### src/rtl/wgc_pkg.sv
// ----------------------------------------------------------------------------
// wgc_pkg: shared constants for the waypoint go-to-goal controller
// Fixed-point formats, CORDIC sizing, register indexes and the arctangent table.
// ----------------------------------------------------------------------------
package wgc_pkg;

   // Number of configured waypoints in use (1 to 3) and CORDIC iterations (8 to 24)
   localparam int NUM_WAYPOINTS = 3;
   localparam int CORDIC_STEPS  = 16;
   localparam int STEP_W        = $clog2(CORDIC_STEPS);

   // Field widths
   localparam int POS_W  = 16;   // Q4.12 unsigned positions
   localparam int HEAD_W = 15;   // Q3.12 signed heading
   localparam int LIN_W  = 15;   // Q3.12 unsigned forward speed
   localparam int VEL_W  = 16;   // Q4.12 signed turn rate
   localparam int GAIN_W = 16;   // Q4.12 unsigned gains and radius
   localparam int IDX_W  = 2;

   // Datapath widths
   localparam int DIFF_W     = POS_W + 1;                // target minus pose
   localparam int EXTRA_BITS = 8;                        // extra fraction bits in CORDIC
   localparam int XY_W       = DIFF_W + EXTRA_BITS + 3;  // room for CORDIC gain and sign
   localparam int MAG_W      = XY_W - 1;
   localparam int Z_W        = 34;                       // Q2.30 angle with headroom
   localparam int ATAN_W     = 30;
   localparam int THETA_SH   = 18;                       // Q2.30 to Q3.12
   localparam int THETA_W    = Z_W - THETA_SH;
   localparam int DIST_W     = 17;
   localparam int DIST_SH    = 30 + EXTRA_BITS;
   localparam int ERR_W      = 17;
   localparam int LINRAW_W   = 21;
   localparam int ANGRAW_W   = 20;
   localparam int MUL_W      = 32;
   localparam int PROD_W     = 2 * MUL_W;
   localparam int Q_SH       = 12;

   // Constants
   localparam logic signed [Z_W-1:0]   PI_Q30      = 34'sd3373259426;
   localparam logic signed [MUL_W-1:0] INVK_Q30    = 32'sd652032874;
   localparam logic signed [ERR_W-1:0] PI_Q12      = 17'sd12868;
   localparam logic signed [ERR_W-1:0] TWO_PI_Q12  = 17'sd25736;
   localparam logic signed [ERR_W-1:0] ERR_CUT_Q12 = 17'sd2867;
   localparam logic signed [MUL_W-1:0] CUT_Q12     = 32'sd819;

   // Register indexes on the configuration port
   localparam int CSR_IDX_W = 4;
   localparam logic [CSR_IDX_W-1:0] REG_WAYPOINT_A    = 4'd0;
   localparam logic [CSR_IDX_W-1:0] REG_WAYPOINT_B    = 4'd1;
   localparam logic [CSR_IDX_W-1:0] REG_WAYPOINT_C    = 4'd2;
   localparam logic [CSR_IDX_W-1:0] REG_ARRIVE_RADIUS = 4'd3;
   localparam logic [CSR_IDX_W-1:0] REG_LIN_GAIN      = 4'd4;
   localparam logic [CSR_IDX_W-1:0] REG_ANG_GAIN      = 4'd5;
   localparam logic [CSR_IDX_W-1:0] REG_LIN_LIMIT     = 4'd6;
   localparam logic [CSR_IDX_W-1:0] REG_ANG_LIMIT     = 4'd7;

   // Arctangent of 2^-i in Q2.30, truncated
   function automatic logic [ATAN_W-1:0] atan_q30(input logic [4:0] i);
      logic [ATAN_W-1:0] v;
      case (i)
         5'd0:  v = 30'd843314856;
         5'd1:  v = 30'd497837829;
         5'd2:  v = 30'd263043836;
         5'd3:  v = 30'd133525158;
         5'd4:  v = 30'd67021686;
         5'd5:  v = 30'd33543515;
         5'd6:  v = 30'd16775850;
         5'd7:  v = 30'd8388437;
         5'd8:  v = 30'd4194282;
         5'd9:  v = 30'd2097149;
         5'd10: v = 30'd1048575;
         5'd11: v = 30'd524287;
         5'd12: v = 30'd262143;
         5'd13: v = 30'd131071;
         5'd14: v = 30'd65535;
         5'd15: v = 30'd32767;
         5'd16: v = 30'd16383;
         5'd17: v = 30'd8191;
         5'd18: v = 30'd4095;
         5'd19: v = 30'd2047;
         5'd20: v = 30'd1023;
         5'd21: v = 30'd511;
         5'd22: v = 30'd255;
         5'd23: v = 30'd127;
         default: v = '0;
      endcase
      return v;
   endfunction

endpackage

### src/rtl/wgc_mul.sv
// ----------------------------------------------------------------------------
// wgc_mul: shared signed multiplier
// One registered multiply per cycle; the sequencer steers its operands.
// ----------------------------------------------------------------------------
module wgc_mul (
   input  logic                               clock,
   input  logic signed [wgc_pkg::MUL_W-1:0]   mul_a,
   input  logic signed [wgc_pkg::MUL_W-1:0]   mul_b,
   output logic signed [wgc_pkg::PROD_W-1:0]  prod_ff
);

   logic signed [wgc_pkg::PROD_W-1:0] prod_in;

   // Form the full-width product
   assign prod_in = wgc_pkg::PROD_W'(mul_a) * wgc_pkg::PROD_W'(mul_b);

   // Register it
   always_ff @(posedge clock) begin
      prod_ff <= prod_in;
   end

endmodule

### src/rtl/wgc_cordic.sv
// ----------------------------------------------------------------------------
// wgc_cordic: iterative vectoring CORDIC
// Rotates (dx, dy) onto the x axis one step per cycle, accumulating the angle.
// ----------------------------------------------------------------------------
module wgc_cordic (
   input  logic                               clock,
   input  logic                               reset,
   input  logic                               start,
   input  logic signed [wgc_pkg::DIFF_W-1:0]  dx,
   input  logic signed [wgc_pkg::DIFF_W-1:0]  dy,
   output logic                               done_ff,
   output logic        [wgc_pkg::MAG_W-1:0]   mag_x,
   output logic signed [wgc_pkg::Z_W-1:0]     z_ff
);

   logic signed [wgc_pkg::XY_W-1:0]  x_ff, x_in, y_ff, y_in;
   logic signed [wgc_pkg::Z_W-1:0]   z_in;
   logic        [wgc_pkg::STEP_W-1:0] step_ff, step_in;
   logic                             busy_ff, busy_in, done_in;
   logic signed [wgc_pkg::XY_W-1:0]  x0, y0, xs, ys;
   logic signed [wgc_pkg::Z_W-1:0]   atan_v;

   // Scale the offsets up and take the shifted terms of the current step
   assign x0     = wgc_pkg::XY_W'(dx) <<< wgc_pkg::EXTRA_BITS;
   assign y0     = wgc_pkg::XY_W'(dy) <<< wgc_pkg::EXTRA_BITS;
   assign xs     = x_ff >>> step_ff;
   assign ys     = y_ff >>> step_ff;
   assign atan_v = signed'(wgc_pkg::Z_W'(wgc_pkg::atan_q30(5'(step_ff))));

   // Magnitude before gain correction, negative clipped to zero
   assign mag_x = x_ff[wgc_pkg::XY_W-1] ? '0 : x_ff[wgc_pkg::MAG_W-1:0];

   // Next-state logic: load and fold into the right half plane, then rotate
   always_comb begin
      x_in    = x_ff;
      y_in    = y_ff;
      z_in    = z_ff;
      step_in = step_ff;
      busy_in = busy_ff;
      done_in = 1'b0;
      if (start) begin
         step_in = '0;
         busy_in = 1'b1;
         if (x0 < 0) begin
            x_in = -x0;
            y_in = -y0;
            z_in = (y0 >= 0) ? wgc_pkg::PI_Q30 : -wgc_pkg::PI_Q30;
         end else begin
            x_in = x0;
            y_in = y0;
            z_in = '0;
         end
      end else if (busy_ff) begin
         if (y_ff > 0) begin
            x_in = x_ff + ys;
            y_in = y_ff - xs;
            z_in = z_ff + atan_v;
         end else begin
            x_in = x_ff - ys;
            y_in = y_ff + xs;
            z_in = z_ff - atan_v;
         end
         step_in = step_ff + 1'b1;
         if (step_ff == wgc_pkg::STEP_W'(wgc_pkg::CORDIC_STEPS - 1)) begin
            busy_in = 1'b0;
            done_in = 1'b1;
         end
      end
   end

   // Control registers
   always_ff @(posedge clock) begin
      if (reset) begin
         busy_ff <= 1'b0;
         done_ff <= 1'b0;
         step_ff <= '0;
      end else begin
         busy_ff <= busy_in;
         done_ff <= done_in;
         step_ff <= step_in;
      end
   end

   // Datapath registers
   always_ff @(posedge clock) begin
      x_ff <= x_in;
      y_ff <= y_in;
      z_ff <= z_in;
   end

endmodule

### src/rtl/waypoint_go_to_goal_controller_top.sv
// ----------------------------------------------------------------------------
// waypoint_go_to_goal_controller_top: unicycle go-to-goal steering controller
// Steers each pose sample toward the current waypoint or external goal.
// ----------------------------------------------------------------------------
//
//  Channel  Direction  Handshake             Carries
//  req_     in         req_tvalid/tready     pose sample or goal update
//  rsp_     out        rsp_tvalid/tready     speed command and status
//  csr_     in         csr_valid/csr_ready   register index and write data
//
//  A pose sample runs through the iterative CORDIC loop and then the states
//  that use the single shared multiplier before its result is ready. A goal
//  update is taken without a result (and ignored once the route is finished);
//  a pose sample once all waypoints are done goes straight to the output. req_tready is low while a sample
//  is in work and while its result waits for the output register to free up.
//  Reset is synchronous; configuration writes are always taken.
// ----------------------------------------------------------------------------
module waypoint_go_to_goal_controller_top (
   input  logic        clock,
   input  logic        reset,
   // Input items
   input  logic        req_tvalid,
   output logic        req_tready,
   input  logic [47:0] req_tdata,   // pos_x[15:0], pos_y[31:16], heading[46:32]
   input  logic [0:0]  req_tuser,   // func[0]
   // Results
   output logic        rsp_tvalid,
   input  logic        rsp_tready,
   output logic [39:0] rsp_tdata,   // lin_vel[14:0], ang_vel[30:15], target_slot[32:31]
   output logic [2:0]  rsp_tuser,   // arrived[0], external_mode[1], done_res[2]
   // Configuration writes
   input  logic        csr_valid,
   output logic        csr_ready,
   input  logic [wgc_pkg::CSR_IDX_W-1:0] csr_index,
   input  logic [31:0] csr_data
);

   typedef struct packed {
      logic        [wgc_pkg::LIN_W-1:0] lin_vel;
      logic signed [wgc_pkg::VEL_W-1:0] ang_vel;
      logic                             arrived;
      logic        [wgc_pkg::IDX_W-1:0] target_slot;
      logic                             external_mode;
      logic                             done_res;
   } result_type;

   // Sequencer states
   localparam logic [2:0] S_IDLE = 3'd0;
   localparam logic [2:0] S_CORD = 3'd1;
   localparam logic [2:0] S_MAG  = 3'd2;
   localparam logic [2:0] S_WRAP = 3'd3;
   localparam logic [2:0] S_LIN  = 3'd4;
   localparam logic [2:0] S_CUT  = 3'd5;
   localparam logic [2:0] S_ANG  = 3'd6;
   localparam logic [2:0] S_OUT  = 3'd7;

   logic [2:0] state_ff, state_in;

   // Configuration registers
   logic [31:0]                  wp_ff [3];
   logic [31:0]                  wp_in [3];
   logic [wgc_pkg::GAIN_W-1:0]   radius_ff, radius_in, lin_gain_ff, lin_gain_in;
   logic [wgc_pkg::GAIN_W-1:0]   ang_gain_ff, ang_gain_in;
   logic [wgc_pkg::LIN_W-1:0]    lin_limit_ff, lin_limit_in, ang_limit_ff, ang_limit_in;

   // Target-tracking state
   logic                         use_ext_ff, use_ext_in;
   logic [wgc_pkg::POS_W-1:0]    goal_x_ff, goal_x_in, goal_y_ff, goal_y_in;
   logic [wgc_pkg::IDX_W-1:0]    idx_ff, idx_in;

   // Working registers
   logic signed [wgc_pkg::HEAD_W-1:0]  hd_ff, hd_in;
   logic        [wgc_pkg::DIST_W-1:0]  dist_ff, dist_in;
   logic signed [wgc_pkg::ERR_W-1:0]   err_ff, err_in;
   logic        [wgc_pkg::LINRAW_W-1:0] lin_ff, lin_in;
   result_type                         res_ff, res_in, rsp_ff, rsp_in;
   logic                               rsp_valid_ff, rsp_valid_in;

   // Input fields and derived values
   logic                               in_func;
   logic [wgc_pkg::POS_W-1:0]          in_x, in_y;
   logic signed [wgc_pkg::HEAD_W-1:0]  in_head;
   logic                               req_fire, done_now, cut;
   logic [wgc_pkg::IDX_W-1:0]          wsel;
   logic [wgc_pkg::POS_W-1:0]          tx, ty;
   logic signed [wgc_pkg::DIFF_W-1:0]  dx, dy;
   logic signed [wgc_pkg::THETA_W-1:0] theta;
   logic        [wgc_pkg::LINRAW_W-1:0] lin_prod;
   logic signed [wgc_pkg::ANGRAW_W-1:0] ang_raw, ang_lim;
   logic        [wgc_pkg::LIN_W-1:0]    lin_sat;
   logic signed [wgc_pkg::VEL_W-1:0]    ang_sat;

   // Shared units
   logic                                cord_start, cord_done;
   logic        [wgc_pkg::MAG_W-1:0]    cord_mag;
   logic signed [wgc_pkg::Z_W-1:0]      cord_z;
   logic signed [wgc_pkg::MUL_W-1:0]    mul_a, mul_b;
   logic signed [wgc_pkg::PROD_W-1:0]   prod;

   wgc_cordic u_cordic (
      .clock   (clock),
      .reset   (reset),
      .start   (cord_start),
      .dx      (dx),
      .dy      (dy),
      .done_ff (cord_done),
      .mag_x   (cord_mag),
      .z_ff    (cord_z)
   );

   wgc_mul u_mul (
      .clock   (clock),
      .mul_a   (mul_a),
      .mul_b   (mul_b),
      .prod_ff (prod)
   );

   // Unpack the input transaction
   assign in_func  = req_tuser[0];
   assign in_x     = req_tdata[15:0];
   assign in_y     = req_tdata[31:16];
   assign in_head  = signed'(req_tdata[46:32]);

   assign req_tready = (state_ff == S_IDLE);
   assign req_fire   = req_tvalid && req_tready;
   assign csr_ready  = 1'b1;

   // Select the target and form the offset from the pose
   assign done_now = !use_ext_ff && (idx_ff >= wgc_pkg::IDX_W'(wgc_pkg::NUM_WAYPOINTS));
   assign wsel     = (idx_ff == 2'd3) ? 2'd2 : idx_ff;
   assign tx       = use_ext_ff ? goal_x_ff : wp_ff[wsel][31:16];
   assign ty       = use_ext_ff ? goal_y_ff : wp_ff[wsel][15:0];
   assign dx       = signed'({1'b0, tx}) - signed'({1'b0, in_x});
   assign dy       = signed'({1'b0, ty}) - signed'({1'b0, in_y});
   assign cord_start = req_fire && !in_func && !done_now;

   // Product slices and result saturation
   assign theta    = cord_z[wgc_pkg::Z_W-1:wgc_pkg::THETA_SH];
   assign lin_prod = prod[wgc_pkg::Q_SH+wgc_pkg::LINRAW_W-1:wgc_pkg::Q_SH];
   assign ang_raw  = prod[wgc_pkg::Q_SH+wgc_pkg::ANGRAW_W-1:wgc_pkg::Q_SH];
   assign ang_lim  = signed'(wgc_pkg::ANGRAW_W'(ang_limit_ff));
   assign cut      = (err_ff > wgc_pkg::ERR_CUT_Q12) || (err_ff < -wgc_pkg::ERR_CUT_Q12);
   assign lin_sat  = (lin_ff > wgc_pkg::LINRAW_W'(lin_limit_ff)) ? lin_limit_ff
                                                                 : lin_ff[wgc_pkg::LIN_W-1:0];
   always_comb begin
      if (ang_raw > ang_lim) begin
         ang_sat = ang_lim[wgc_pkg::VEL_W-1:0];
      end else if (ang_raw < -ang_lim) begin
         ang_sat = 16'(-ang_lim);
      end else begin
         ang_sat = ang_raw[wgc_pkg::VEL_W-1:0];
      end
   end

   // Steer the multiplier operands
   always_comb begin
      mul_a = '0;
      mul_b = '0;
      case (state_ff)
         S_CORD: begin
            mul_a = signed'(wgc_pkg::MUL_W'(cord_mag));
            mul_b = wgc_pkg::INVK_Q30;
         end
         S_WRAP: begin
            mul_a = signed'(wgc_pkg::MUL_W'(lin_gain_ff));
            mul_b = signed'(wgc_pkg::MUL_W'(dist_ff));
         end
         S_LIN: begin
            if (cut) begin
               mul_a = signed'(wgc_pkg::MUL_W'(lin_prod));
               mul_b = wgc_pkg::CUT_Q12;
            end else begin
               mul_a = signed'(wgc_pkg::MUL_W'(ang_gain_ff));
               mul_b = wgc_pkg::MUL_W'(err_ff);
            end
         end
         S_CUT: begin
            mul_a = signed'(wgc_pkg::MUL_W'(ang_gain_ff));
            mul_b = wgc_pkg::MUL_W'(err_ff);
         end
         default: begin
            mul_a = '0;
            mul_b = '0;
         end
      endcase
   end

   // Configuration write decode
   always_comb begin
      wp_in        = wp_ff;
      radius_in    = radius_ff;
      lin_gain_in  = lin_gain_ff;
      ang_gain_in  = ang_gain_ff;
      lin_limit_in = lin_limit_ff;
      ang_limit_in = ang_limit_ff;
      if (csr_valid && csr_ready) begin
         unique case (csr_index)
            wgc_pkg::REG_WAYPOINT_A:    wp_in[0]     = csr_data;
            wgc_pkg::REG_WAYPOINT_B:    wp_in[1]     = csr_data;
            wgc_pkg::REG_WAYPOINT_C:    wp_in[2]     = csr_data;
            wgc_pkg::REG_ARRIVE_RADIUS: radius_in    = csr_data[15:0];
            wgc_pkg::REG_LIN_GAIN:      lin_gain_in  = csr_data[15:0];
            wgc_pkg::REG_ANG_GAIN:      ang_gain_in  = csr_data[15:0];
            wgc_pkg::REG_LIN_LIMIT:     lin_limit_in = csr_data[14:0];
            wgc_pkg::REG_ANG_LIMIT:     ang_limit_in = csr_data[14:0];
            default: ;
         endcase
      end
   end

   // Sequencer
   always_comb begin
      state_in     = state_ff;
      use_ext_in   = use_ext_ff;
      goal_x_in    = goal_x_ff;
      goal_y_in    = goal_y_ff;
      idx_in       = idx_ff;
      hd_in        = hd_ff;
      dist_in      = dist_ff;
      err_in       = err_ff;
      lin_in       = lin_ff;
      res_in       = res_ff;
      rsp_in       = rsp_ff;
      rsp_valid_in = rsp_valid_ff;

      // Drop the result once taken
      if (rsp_valid_ff && rsp_tready) begin
         rsp_valid_in = 1'b0;
      end

      unique case (state_ff)
         S_IDLE: begin
            if (req_fire) begin
               if (in_func) begin
                  // Latch a new external goal unless the route is finished
                  if (!done_now) begin
                     use_ext_in = 1'b1;
                     goal_x_in  = in_x;
                     goal_y_in  = in_y;
                  end
               end else if (done_now) begin
                  res_in     = '{lin_vel: '0, ang_vel: '0, arrived: 1'b0,
                                 target_slot: 2'd3, external_mode: 1'b0, done_res: 1'b1};
                  state_in   = S_OUT;
               end else begin
                  hd_in    = in_head;
                  state_in = S_CORD;
               end
            end
         end
         S_CORD: begin
            if (cord_done) begin
               state_in = S_MAG;
            end
         end
         S_MAG: begin
            // Gain-corrected distance and raw heading error
            dist_in  = prod[wgc_pkg::DIST_SH+wgc_pkg::DIST_W-1:wgc_pkg::DIST_SH];
            err_in   = wgc_pkg::ERR_W'(theta) - wgc_pkg::ERR_W'(hd_ff);
            state_in = S_WRAP;
         end
         S_WRAP: begin
            if (dist_ff < wgc_pkg::DIST_W'(radius_ff)) begin
               // Arrived: stop, and advance along the route unless on an external goal
               res_in = '{lin_vel: '0, ang_vel: '0, arrived: 1'b1, target_slot: idx_ff,
                          external_mode: use_ext_ff, done_res: 1'b0};
               if (!use_ext_ff) begin
                  idx_in = idx_ff + 1'b1;
               end
               state_in = S_OUT;
            end else if (err_ff > wgc_pkg::PI_Q12) begin
               err_in = err_ff - wgc_pkg::TWO_PI_Q12;
            end else if (err_ff < -wgc_pkg::PI_Q12) begin
               err_in = err_ff + wgc_pkg::TWO_PI_Q12;
            end else begin
               state_in = S_LIN;
            end
         end
         S_LIN: begin
            if (cut) begin
               state_in = S_CUT;
            end else begin
               lin_in   = lin_prod;
               state_in = S_ANG;
            end
         end
         S_CUT: begin
            lin_in   = lin_prod;
            state_in = S_ANG;
         end
         S_ANG: begin
            res_in   = '{lin_vel: lin_sat, ang_vel: ang_sat, arrived: 1'b0,
                         target_slot: idx_ff, external_mode: use_ext_ff, done_res: 1'b0};
            state_in = S_OUT;
         end
         S_OUT: begin
            // Hand over once the output register is free
            if (!rsp_valid_ff || rsp_tready) begin
               rsp_in       = res_ff;
               rsp_valid_in = 1'b1;
               state_in     = S_IDLE;
            end
         end
         default: state_in = S_IDLE;
      endcase
   end

   // Control and configuration registers
   always_ff @(posedge clock) begin
      if (reset) begin
         state_ff     <= S_IDLE;
         rsp_valid_ff <= 1'b0;
         use_ext_ff   <= 1'b0;
         goal_x_ff    <= 16'd24576;
         goal_y_ff    <= 16'd24576;
         idx_ff       <= '0;
         wp_ff[0]     <= 32'd1610637312;
         wp_ff[1]     <= 32'd536895488;
         wp_ff[2]     <= 32'd2147491840;
         radius_ff    <= 16'd819;
         lin_gain_ff  <= 16'd6144;
         ang_gain_ff  <= 16'd24576;
         lin_limit_ff <= 15'd8192;
         ang_limit_ff <= 15'd16384;
      end else begin
         state_ff     <= state_in;
         rsp_valid_ff <= rsp_valid_in;
         use_ext_ff   <= use_ext_in;
         goal_x_ff    <= goal_x_in;
         goal_y_ff    <= goal_y_in;
         idx_ff       <= idx_in;
         wp_ff        <= wp_in;
         radius_ff    <= radius_in;
         lin_gain_ff  <= lin_gain_in;
         ang_gain_ff  <= ang_gain_in;
         lin_limit_ff <= lin_limit_in;
         ang_limit_ff <= ang_limit_in;
      end
   end

   // Payload registers
   always_ff @(posedge clock) begin
      hd_ff   <= hd_in;
      dist_ff <= dist_in;
      err_ff  <= err_in;
      lin_ff  <= lin_in;
      res_ff  <= res_in;
      rsp_ff  <= rsp_in;
   end

   // Pack the result transaction
   assign rsp_tvalid = rsp_valid_ff;
   assign rsp_tdata  = {7'b0, rsp_ff.target_slot, rsp_ff.ang_vel, rsp_ff.lin_vel};
   assign rsp_tuser  = {rsp_ff.done_res, rsp_ff.external_mode, rsp_ff.arrived};

endmodule

### config.mk
export PLATFORM = sky130hd
export DESIGN_NAME = waypoint_go_to_goal_controller_top
export DESIGN_NICKNAME = d
export VERILOG_FILES = /design/src/rtl/wgc_pkg.sv /design/src/rtl/wgc_mul.sv /design/src/rtl/wgc_cordic.sv /design/src/rtl/waypoint_go_to_goal_controller_top.sv
export SDC_FILE = /design/constraint.sdc
export NUM_CORES = 2
export LEC_CHECK = 0
export BUFFER_PORTS_ARGS = -buffer_cell sky130_fd_sc_hd__buf_4
export CAP_MARGIN = 40
export CORE_MARGIN = 4
export CORE_UTILIZATION = 60
export CTS_CLUSTER_DIAMETER = 30
export DETAILED_ROUTE_END_ITERATION = 16
export PLACE_DENSITY_LB_ADDON = 0.12
export SETUP_SLACK_MARGIN = 0.3
export SYNTH_ARGS = -nofsm -noshare
export SYNTH_HDL_FRONTEND = slang
export SYNTH_HIERARCHICAL = 1
export SYNTH_SLANG_ARGS = --single-unit
### constraint.sdc
create_clock -name clock -period 9.8 [get_ports clock]
set_clock_uncertainty 0.2 [all_clocks]
set_input_delay 2.94 -clock clock [delete_from_list [all_inputs] [get_ports clock]]
set_output_delay 2.94 -clock clock [all_outputs]
set_load 0.01 [all_outputs]
**After elaboration in Yosys (flattened, before gate mapping)**

Memory sizes are Yosys's and may differ from the RTL's. A register that Yosys moved wholly into a read port is not among the register bits.
Index checks and enable logic that the tools add are counted.

- Memories: 1
- Input port bits: 90
- Output and inout bits: 46
- Logic and storage cells: 194
- Bits in registers: 506
- Memory bits (read-only): 480

Memories:

| name | words | width | read ports | clocked after Yosys merged registers in | wr ports | RTL line | source |
|---|---|---|---|---|---|---|---|
| (no name shown) | 16 | 30 | 1 | 1 | 0 | wgc_pkg.sv:60 | `case (i)` |

- Multiply operators: 1
- Equality and inequality tests: 27
- Order comparisons: 13
- Reductions and logical operators: 35
- Mux-type cells: 57
- Bitwise operators: 5
- Shifts and indexed selects: 2
- Add/subtract/negate cells: 16

Operators with widths:

| cell | count |
|---|---|
| 2-to-1 mux 28 bit | 8 |
| 2-to-1 mux 34 bit | 5 |
| 2-to-1 mux 36 bit | 4 |
| one-hot mux 32 bit (4 select lines) | 1 |
| one-hot mux 27 bit (4 select lines) | 1 |
| one-hot mux 36 bit (3 select lines) | 1 |
| 2-to-1 mux 32 bit | 3 |
| binary-select mux 32 bit (select 2 bit) | 1 |
| 2-to-1 mux 16 bit | 4 |
| adder 28 bit | 2 |
| negation 25 -> 28 bit | 2 |
| >>> shifter 28 x 4 -> 28 bit | 2 |
| subtractor 28 bit | 2 |
| multiplier 28 x 32 -> 55 bit | 1 |
| 2-to-1 mux 17 bit | 3 |
| 2-to-1 mux 21 bit | 2 |
| one-hot mux 21 bit (2 select lines) | 1 |
| adder 34 x 31 -> 34 bit | 1 |
| one-hot mux 17 bit (2 select lines) | 1 |
| subtractor 16 x 16 -> 17 bit | 2 |
| subtractor 34 x 31 -> 34 bit | 1 |
| greater-than comparator 28 x 1 -> 1 bit (second input constant) | 1 |
| 2-to-1 mux 27 bit | 1 |
| >= comparator 25 x 1 -> 1 bit (second input constant) | 1 |
| 50 further kinds | 105 |

**Depth between registers and ports, before layout**

- Word-level depth: 12
- Gate-level depth with buffers: 36
- Gate-level depth less buffers: 33

**Hierarchy**

The synthesis kept the hierarchy.

Modules (own cells, without submodules):

| module | seq. area each (um^2) | cells an instance | times used | area an instance (um^2) |
|---|---|---|---|---|
| wgc_mul | 1,281.2 | 3,937 | 1 | 37,646.1 |
| waypoint_go_to_goal_controller_top | 8,528.2 | 2,268 | 1 | 19,428.6 |
| wgc_cordic | 3,403.3 | 1,700 | 1 | 14,699.1 |

**Least setup slack after synthesis**

Ideal clock, no wire load.

- Kind: flip-flop to flip-flop
- From: register err_ff[3] in the netlist's numbering
- To: register, netlist name u_mul/prod_ff[63]
- Arrival time: 9.045 ns
- Data required time: 9.479 ns
- Library setup time: 0.121 ns
- Clock period less this slack: 9.366 ns
- Cell stages (with the launch flop): 32
- Path slack: 0.434 ns
- Buffers on the path: 2
- Path through: edfxtp_1 buf_6 o211ai_2 a21oi_2 nor4_1 o41ai_4 nor2_2 nor2_1 a22o_1 clkbuf_1 nand2_1 fa_1 fa_1 fa_1 fa_1 inv_1 fa_1 inv_1 fa_1 inv_1 fa_1 fa_1 ha_1 a21o_1 a31o_2 a41o_1 and3_4 nor4_4 o31ai_4 nand2_1 a41oi_2 xnor2_1

RTL lines:

| what | RTL line | source |
|---|---|---|
| from (decl) | waypoint_go_to_goal_controller_top.sv:74 | `logic signed [wgc_pkg::ERR_W-1:0] err_ff, err_in;` |
| from (signal assigned) | waypoint_go_to_goal_controller_top.sv:345 | `err_ff <= err_in;` |

**Worst setup path in the final report**

- From: register err_ff[3] in the netlist's numbering
- To: register u_mul/prod_ff[49] in the netlist's numbering

- Word-level cells in the longest chain between the ends: 5
- Elaborated cells on any way between the ends: 8
- Classes of those cells: mul (1); order compare (2); mux (4); reduce/logical (1)

Ends and longest elaborated chain:

| what | RTL line | source |
|---|---|---|
| greater-than comparator 17 x 13 -> 1 bit or < comparator 17 x 13 -> 1 bit (tied branches) | waypoint_go_to_goal_controller_top.sv:142 | `assign cut = (err_ff > wgc_pkg::ERR_CUT_Q12) \|\| (err_ff < -wgc_pkg::ERR_CUT_Q12);` |
| logical OR 1 bit * | waypoint_go_to_goal_controller_top.sv:142 |  |
| 2-to-1 mux 21 bit * | waypoint_go_to_goal_controller_top.sv:169 | `if (cut) begin` |
| one-hot mux 27 bit (4 select lines) * | waypoint_go_to_goal_controller_top.sv:159 | `case (state_ff)` |
| named net mul_a, one bit | waypoint_go_to_goal_controller_top.sv:97 | `logic signed [wgc_pkg::MUL_W-1:0] mul_a, mul_b;` |
| multiplier 28 x 32 -> 55 bit * | wgc_mul.sv:15 | `assign prod_in = wgc_pkg::PROD_W'(mul_a) * wgc_pkg::PROD_W'(mul_b);` |
| named net u_mul.prod_in, one bit | wgc_mul.sv:12 | `logic signed [wgc_pkg::PROD_W-1:0] prod_in;` |
| to (signal assigned) | wgc_mul.sv:19 | `prod_ff <= prod_in;` |
| to (decl) | wgc_mul.sv:9 | `output logic signed [wgc_pkg::PROD_W-1:0] prod_ff` |

The timed path passes the listed nets; every way through them passes the cells marked *.
A chain may end at the register's enable or synchronous reset.

==> reports/qor_table.md <==
| Parameter | Value | Unit |
|:---|:---|:---|
| Worst hold path type | flip-flop to flip-flop | - |
| Top-level port count | 136 | - |
| Routed length per instance | 20.1 | microns |
| Detail-routed via count per cell | 5.82 | - |
| Fin util | 67.0 | % |
| Leading cell types in the layout, fill and taps excluded | nand2_1 (1,156), inv_1 (1,066), fa_1 (979) | - |
| CP startpoint kind | flip-flop | - |
| Setup slack of the critical path after layout | 0.384 | ns |
| Fraction of final layout cells with drive strength greater than 1 | 10.4 | % |
| Maximum number of pins on one net before global-route repair | 179 | - |
| Critical Path RT | 10.13 | ns |
| Layout-stage area growth over the synthesis result | 10.9 | % |
| Layout filler cell count | 9,100 | - |
| H-tree levels | 3 | - |
| Clock tree root driver cell | clkbuf_16 | - |
| Count of input and output buffers | 126 | - |
| Routed vias | 53.4k | - |
| Clock transition at the registers of the reported paths | 0.06 | ns |
| Worst path slowest cell | fa_1 | - |
| DR DRC count | 0 | - |
| Skew-Pair Late Insertion Delay | 0.67 | ns |
| Number of warning messages in the yosys log | 6 | - |
| Period Utilization, post-route | 96.1 | % |
| Largest driver fanout on the critical path | 8 | - |
| Delay of the slowest cell on the worst path | 0.59 | ns |
| Starting density of the core | 60.4 | % |
| Worst EP arrival | 9.75 | ns |
| Count of pins over their slew limit | 0 | - |
| Final weighted congestion in routability-driven placement | 0.981 | - |
| Drt first-iter violations | 4,781 | - |
| TritonCTS clock tree | built | - |
| Antenna violations before repair | 7 | - |
| Crit Path Class | flip-flop to flip-flop | - |
| Num CTS Buffers | 91 | - |
| Final ANT Viol Nets | 0 | - |
| Capturing element type of the critical path | flip-flop | - |
| Aggregate negative setup slack | 0 | ns |
| Core outline area | 112,000 | sq um |
| Hold_ws | 0.199 | ns |
| Nets | 9,080 | - |
| Chip Width | 344 | microns |
| Final min period | 9.42 | ns |
| GR Overflow Total | 0 | - |
| FMAX | 0.106 | GHz |
| Global-route total usage across every layer | 30.8 | % |
| Wire length of the first global-routing pass | 289 | mm |
| Number of endpoints with negative hold slack in the final report | 0 | - |
| CTS hold repair buffers | 0 | - |
| DPL Wire Length | 140 | mm |
| Minimum setup slack after placement | -0.245 | ns |
| Most Frequent Cell on Critical Path | fa_1 | - |
| Die area | 119,000 | sq um |
| Leading cell type in the layout, fill and taps excluded | nand2_1 | - |
| Least-Margin Pin Slew | 0.924 | ns |
| Via count of the first global-routing pass | 53.5k | - |
| Row count | 123 | - |
| Routed wire length | 184 | mm |
| Unrepaired setup endpoints after global routing | yes | - |
| Max-cap violations | 0 | - |
| Headroom to the max-slew limit | 38.4 | % |
| Instance count of the mapped netlist | 7,550 | - |
| Clock sink count | 518 | - |
| Die Height | 344 | microns |
| Status | completed | - |
| 1st-pass router iterations | 6 | - |
| Final setup fails | 0 | - |
| CTS Buffer Depth | 3 | - |
| Post-synthesis area per instance | 9.00 | sq um |
| Netlist Area Pre-Place | 67,900 | sq um |
==> final timing paths <==
kind                                     endpoint  cells past startpoint  slack (ns)              start
worst max-delay path            u_mul/prod_ff[49]                     34        0.38          err_ff[3]
worst min-delay path                  dist_ff[15]                      0        0.20  u_mul/prod_ff[53]
worst max register to register  u_mul/prod_ff[49]                     34        0.38          err_ff[3]
worst min register to register        dist_ff[15]                      0        0.20  u_mul/prod_ff[53]
==> stage by stage <==
step	cells	instance area, sq um
after floorplan	7573	68000
after global placement	8921	70600
after detailed placement	8933	70800
after CTS	9104	74000
after global routing	9172	75300
final	9173	75300
==> layout make-up <==
class,instances,area [sq um],area share [%]
clock buffers,99,2370,3.15
clock inverters,72,795,1.05
flip-flops and latches,518,12700,16.9
multi-input cells,5538,50200,66.6
diodes,1,2.50,0.00332
inverters,1080,4050,5.38
well taps,1500,1880,2.49
repair buffers,365,3330,4.42
==> critical path, delay by kind of cell (launching register included) <==
family	cells	cell delay (ns)
xor gates and xnor gates	1	0.15
AOI/OAI and AO/OA	10	2.25
DFF	1	0.52
and+or+nand+nor	4	0.33
muxes	1	0.18
buffers and inverters	9	1.26
adders and majority gates	9	4.39
==> registers in the layout, summed over array words and instances (netlist names), 17 cells and up <==
signal and cells:
wp_ff 96, u_mul/prod_ff 38, res_ff 36, u_cordic/z_ff 34, rsp_tdata 33, u_cordic/atan_v 29
u_cordic/x_ff 28, u_cordic/y_ff 28, lin_ff 21, dist_ff 17, err_ff 17
==> what timing repair did <==
item / CTS / global route
setup endpoints to repair: 19 / 16
gates cloned: 0 / 8
setup buffers: 0 / 60
resized for setup: 14 / 119
pin swaps: 1 / 70
==> routing by layer <==
metal	global-route usage, %	wire length, microns	up-vias
met5	0	0	-
li1	-	-	24400
met2	51.1	88000	1840
met3	4.44	13400	379
met1	42.3	75700	26800
met4	9.25	7220	0
Power is not shown: default switching activity piles up to over one toggle a cycle in this logic, so the estimate is an artifact.
